--- src/hw/rtl/sie_pkg.sv ---
// Shared types and constants of the Sellmeier index evaluator.
package sie_pkg;

  localparam int WAVE_W    = 17;
  localparam int INDEX_W   = 26;
  localparam int B_W       = 32;
  localparam int C_W       = 40;
  localparam int LAM_W     = 42;
  localparam int PROD_W    = 74;
  localparam int QUO_W     = 40;
  localparam int DIV_STEPS = 40;
  localparam int RAD_W     = 44;
  localparam int SQ_IN_W   = 52;
  localparam int ROOT_W    = 26;
  localparam int TERMS     = 3;

  // Register map, one 8-byte slot per register
  typedef enum logic [2:0] {
    REG_B_FIRST  = 3'd0,
    REG_B_SECOND = 3'd1,
    REG_B_THIRD  = 3'd2,
    REG_C_FIRST  = 3'd3,
    REG_C_SECOND = 3'd4,
    REG_C_THIRD  = 3'd5
  } reg_idx_e;

  typedef struct packed {
    logic [TERMS-1:0][B_W-1:0] b;
    logic [TERMS-1:0][C_W-1:0] c;
  } coef_t;

  // State of the three long divisions as it moves down the divider
  typedef struct packed {
    logic                        zero;
    logic [TERMS-1:0]            neg;
    logic [TERMS-1:0]            sat;
    logic [TERMS-1:0][LAM_W-1:0] mag;
    logic [TERMS-1:0][LAM_W-1:0] rem;
    logic [TERMS-1:0][QUO_W-1:0] low;
    logic [TERMS-1:0][QUO_W-1:0] quo;
  } div_t;

  typedef struct packed {
    logic                    err;
    logic signed [RAD_W-1:0] rad;
  } root_in_t;

  typedef struct packed {
    logic               err;
    logic               sat;
    logic [SQ_IN_W-1:0] rem;
    logic [ROOT_W-1:0]  root;
  } sq_t;

endpackage

--- src/hw/rtl/sie_sqrt.sv ---
// Pipelined digit-by-digit square root with range check and output selection.
module sie_sqrt #(
  parameter int INDEX_FRAC_BITS = 24
) (
  input  logic                        clk_i,
  input  logic                        rst_ni,
  input  logic                        in_valid_i,
  output logic                        in_ready_o,
  input  sie_pkg::root_in_t           in_data_i,
  output logic                        out_valid_o,
  input  logic                        out_ready_i,
  output logic [sie_pkg::INDEX_W-1:0] index_value_o,
  output logic                        math_error_o
);

  localparam int RTW = sie_pkg::ROOT_W;
  localparam int N   = RTW + 1;
  localparam int VW  = sie_pkg::SQ_IN_W;
  localparam int RW  = sie_pkg::RAD_W;
  localparam int LIM = 82 - 2 * INDEX_FRAC_BITS;
  localparam int SH  = 2 * INDEX_FRAC_BITS - 30;

  logic [N-1:0] vld_q;
  logic [N:0]   en;

  assign en[N] = out_ready_i;
  for (genvar s = 0; s < N; s++) begin : g_en
    assign en[s] = !vld_q[s] || en[s+1];
  end
  assign in_ready_o  = en[0];
  assign out_valid_o = vld_q[N-1];

  // Advance valid bits with their stages
  always_ff @(posedge clk_i or negedge rst_ni) begin
    if (!rst_ni) begin
      vld_q <= '0;
    end else begin
      if (en[0]) vld_q[0] <= in_valid_i;
      for (int s = 1; s < N; s++) begin
        if (en[s]) vld_q[s] <= vld_q[s-1];
      end
    end
  end

  // Stage 0: sign and zero check, overflow check, scale the radicand
  logic [RW-1:0] rad_u;
  sie_pkg::sq_t  prep_d;
  sie_pkg::sq_t  st_q [N];

  assign rad_u = in_data_i.rad;

  always_comb begin
    prep_d      = '0;
    prep_d.err  = in_data_i.err || rad_u[RW-1] || (rad_u == '0);
    prep_d.sat  = |(rad_u >> LIM);
    prep_d.rem  = VW'(rad_u) << SH;
    prep_d.root = '0;
  end

  always_ff @(posedge clk_i) begin
    if (en[0]) st_q[0] <= prep_d;
  end

  // Root stages, most significant bit first
  for (genvar j = 1; j < N; j++) begin : g_root
    localparam int B = RTW - j;
    sie_pkg::sq_t nxt;
    logic [VW:0]  trial;

    always_comb begin
      nxt   = st_q[j-1];
      trial = ((VW+1)'(st_q[j-1].root) << (B + 1)) | ((VW+1)'(1) << (2 * B));
      if ({1'b0, st_q[j-1].rem} >= trial) begin
        nxt.rem     = VW'({1'b0, st_q[j-1].rem} - trial);
        nxt.root[B] = 1'b1;
      end
    end

    always_ff @(posedge clk_i) begin
      if (en[j]) st_q[j] <= nxt;
    end
  end

  // Select error, saturation or root
  always_comb begin
    if (st_q[N-1].err) begin
      index_value_o = '0;
    end else if (st_q[N-1].sat) begin
      index_value_o = '1;
    end else begin
      index_value_o = st_q[N-1].root;
    end
  end
  assign math_error_o = st_q[N-1].err;

endmodule

--- config.mk ---
export PLATFORM = sky130hd
export DESIGN_NAME = sie_sqrt
export DESIGN_NICKNAME = d
export VERILOG_FILES = /design/src/hw/rtl/sie_pkg.sv /design/src/hw/rtl/sie_sqrt.sv
export SDC_FILE = /design/constraint.sdc
export NUM_CORES = 2
export LEC_CHECK = 0
export BUFFER_PORTS_ARGS = -buffer_cell sky130_fd_sc_hd__buf_4
export CORE_AREA = 2 2 388 390
export DETAILED_ROUTE_END_ITERATION = 10
export DIE_AREA = 0 0 390 392
export PLACE_DENSITY_LB_ADDON = 0.2
export SYNTH_ARGS = -nofsm -noshare
export SYNTH_HDL_FRONTEND = slang
export SYNTH_SLANG_ARGS = --single-unit
export TNS_END_PERCENT = 30
--- constraint.sdc ---
create_clock -name clk_i -period 8.1 [get_ports clk_i]
set_clock_uncertainty 0.05 [all_clocks]
set_input_delay 0.81 -clock clk_i [delete_from_list [all_inputs] [get_ports clk_i]]
set_output_delay 0.81 -clock clk_i [all_outputs]
set_load 0.01 [all_outputs]
==> qor.yml <==
drive_gt1_share_pct: 7.78
slew_violations: 0
required_ns: 7.24
worst_slack_ns: 2.56
clk_pin_slew_ns: 0.06
max-vdd-ir-drop_v: 0.000257
hold_ws_ns: 0.131
dieArea_um2: 153000
synth_nets: 5975
synthCells: 5562
grt.overflow.total: 0
cts_buffer_depth: 3
placed_cell_area_um2: 71100
synth_edf_count: 1353
ys_seq_area_share_pct: 60.6
setup_viol: 0
powerDensity_nw_per_um2: 322
max_slew_margin_pct: 18.0
cp_top_family: "simple AND/OR/NAND/NOR gates"
vias: 41827
rsz0062_at_grt: "no"
synthAdderAreaFrac_pct: 6.77
yosys.area_share.simple_pct: 11.7
postRouteAntennaNets: 0
reg2reg_setup_slack_ns: 2.89
cp_num_buf_inv: 3
cts_tree: "yes"
initial_core_util_pct: 45.8
min_delay_path_depth: 1
cts.htree.levels: 4
avgSynthCellArea_um2: 12.3
synth_area_um2: 68200
cp-end-kind: "output pin"
cts_sinks: 1380
worstReg2RegEnd: "st_q[1][388]$_DFFE_PP_"
clock_latency_ns: 0.81
core-area_um2: 149000
cp_cell_sequence: "nand2b_1 -> nor2_1 -> clkinvlp_4 -> nor2_1 -> and3_1 -> nand4_1 -> nor2_1 -> and3_1 -> inv_1 -> nor2_1 -> nand3_2 -> buf_4"
p_leak_nw: 30.4
tightestPinTransition_ns: 1.22
worstReg2RegStart: "st_q[1][280]$_SDFFCE_PP0P_"
ys_seq_elements: 1380
cp_slowest_cell: "and3_1"
drt-vias-per-instance: 5.37
criticalPathCategory: "reg -> out"
cts_root_buffer: "clkbuf_16"
rows: 142
period_share_pct: 68.4
grt_pass1_wl_mm: 218
synthFlopType: "edfxtp_1"
grt_use_total_pct: 17.8
wl_mm: 135
pre_cts_ws_ns: 2.23
crit_path_max_incr_delay_ns: 0.56
async_flop_share_pct: 1.96
reg2reg_depth: 12
fp.dieH_um: 392
drtIter0Drc: 2508
drt_first_pass_iters: 5
grt_max_degree: 75
max_freq_mhz: 181
cp_common_cell: "nor2_1"
numCtsBuffers: 149
grt_pass1_vias: 41581
hold_class: "in -> reg"
fin_area_um2: 76100
min_to: "st_q[0][74]$_DFFE_PP_"
cp-start-kind: "register"
drc_errors: 0
crit_fanout: 14
area_growth_pct: 11.6
synthXorXnorAreaFrac_pct: 6.76
diodes: 0
place_hpwl_mm: 102
synth_top_family_by_area: "simple AND/OR/NAND/NOR gates"
fp.dieW_um: 390
synth_compound_area_share_pct: 10.1
holdCritStartpoint: "in_data_i[30]"
gp_congestion: 0.894
outcome: "complete, no violations"
synth_warnings: 0
synthMuxAreaShare_pct: 0.965
ios: 78
arrival_ns: 4.68
finalWorstPathRequiredPeriod_ns: 5.54
hold_viol: 0
final_nets: 6141
post_drt_wl_per_cell_um: 17.3
antenna_found_initial: 1
io_buffers: 77
synth.distinct_cells: 98
max_cap_violations: 0
cell usage in the layout (no fill, tap or decap), types with 32 or more instances in the layout:
master / count
nor2_1: 374
edfxtp_1: 1353
nand2b_1: 88
o21ai_0: 317
a21oi_1: 267
or4_1: 32
nor3_1: 139
clkbuf_16: 149
nand3_1: 70
nand4_1: 51
ha_1: 356
nor4_1: 133
buf_4: 104
inv_1: 454
xnor2_1: 258
mux2_2: 46
o21a_1: 78
a21o_1: 143
xor2_1: 268
o31ai_1: 44
nor2b_1: 48
nand2_1: 413
or3_1: 76
a211oi_1: 36
layer usage:
layer	routed length [um]	vias up	track usage [%]
met5	0	-	0
met4	3900	0	6.06
met3	5250	269	2.80
met2	69400	741	32.3
met1	56600	19987	21.4
li1	-	20830	-
how the worst max path moves through the flow:
stage	slack (ns)	endpoint	from	depth (start not counted)
final	2.56	in_ready_o	vld_q[26]$_DFFE_PN0P_	12
after CTS	2.41	in_ready_o	vld_q[26]$_DFFE_PN0P_	12
after global placement	2.32	st_q[0][1032]$_DFFE_PP_	out_ready_i	13
after floorplan	-0.07	in_ready_o	out_ready_i	12
after global routing	2.19	in_ready_o	vld_q[26]$_DFFE_PN0P_	12
after detailed placement	2.23	st_q[0][985]$_DFFE_PP_	out_ready_i	13
registers in the layout (all words and copies together) (netlist names):
| register | flops |
|---|---|
| vld_q | 27 |
| st_q | 1353 |
kinds of logic (layout without fill, tap and decap cells):
family,count (synthesis),in the layout
simple gates,1593,1593
flops,1380,1380
compound gates,1088,1088
buf+inv,552,838
xor+xnor,526,526
fa+ha+maj,364,364
mux,59,59
cell type report:
class                      count  area (um^2)
clock buffer                 186         3940
timing repair buffer         105          791
inverter                     462         1740
multi-input combinational   3630        24900
tap                         1944         2430
clock inverter                85         1000
sequential                  1380        41300
fill                       12700        72800
Yosys cell counts (29+ instances only):
cell | n | area (um^2)
xnor2_1 | 258 | 2260
a31oi_1 | 29 | 181
nand4_1 | 51 | 319
a211oi_1 | 36 | 270
nor2_1 | 374 | 1400
ha_1 | 356 | 4450
o21bai_1 | 29 | 218
inv_1 | 459 | 1720
mux2_2 | 46 | 518
nand2b_1 | 88 | 551
or3_1 | 76 | 475
clkbuf_1 | 56 | 210
a21o_1 | 143 | 1070
or4_1 | 32 | 240
edfxtp_1 | 1353 | 40600
nand2_1 | 420 | 1580
a21oi_1 | 268 | 1340
nor2b_1 | 48 | 300
o21a_1 | 78 | 586
xor2_1 | 268 | 2350
o21ai_0 | 317 | 1590
nand3_1 | 77 | 385
nor4_1 | 134 | 838
o31ai_1 | 44 | 330
nor3_1 | 140 | 701
through the flow:
stage	total power [mW]	utilization (%)	TNS, ns	std cells
2_1_floorplan	16.0	-	-0.0664	5562
3_3_place_gp	17.8	47.8	0	7520
3_5_place_dp	17.9	47.8	0	7520
4_1_cts	24.7	51.1	0	7792
5_1_grt	25.9	51.1	0	7792
6_report	24.5	51.1	0	7792
power by group:
| part | leakage (nW) | internal [mW] | total, mW | switching (mW) |
|---|---|---|---|---|
| Combinational | 14.6 | 2.70 | 6.10 | 3.41 |
| Clock | 2.37 | 3.80 | 6.66 | 2.86 |
| Sequential | 13.4 | 10.3 | 11.7 | 1.43 |
| Total | 30.4 | 16.8 | 24.5 | 7.70 |
worst register-to-register path, cell delays in order, from the launching register on:
cell and delay, ns:
edfxtp_1 0.45, ha_1 0.26, fa_1 0.43, a211oi_1 0.38
o21ai_0 0.24, a311oi_1 0.58, a211oi_1 0.27, o21ai_0 0.36
o31a_1 0.70, inv_1 0.60, nand4_1 0.39, nor4_1 0.09
xor2_1 0.14
repair_timing:
item	4_1_cts	5_1_grt
buffers inserted	0	0
gates resized for setup	0	0
hold buffers	1	0
hold endpoints to repair	27	0
Note: power is estimated with default switching activity, not from simulation.
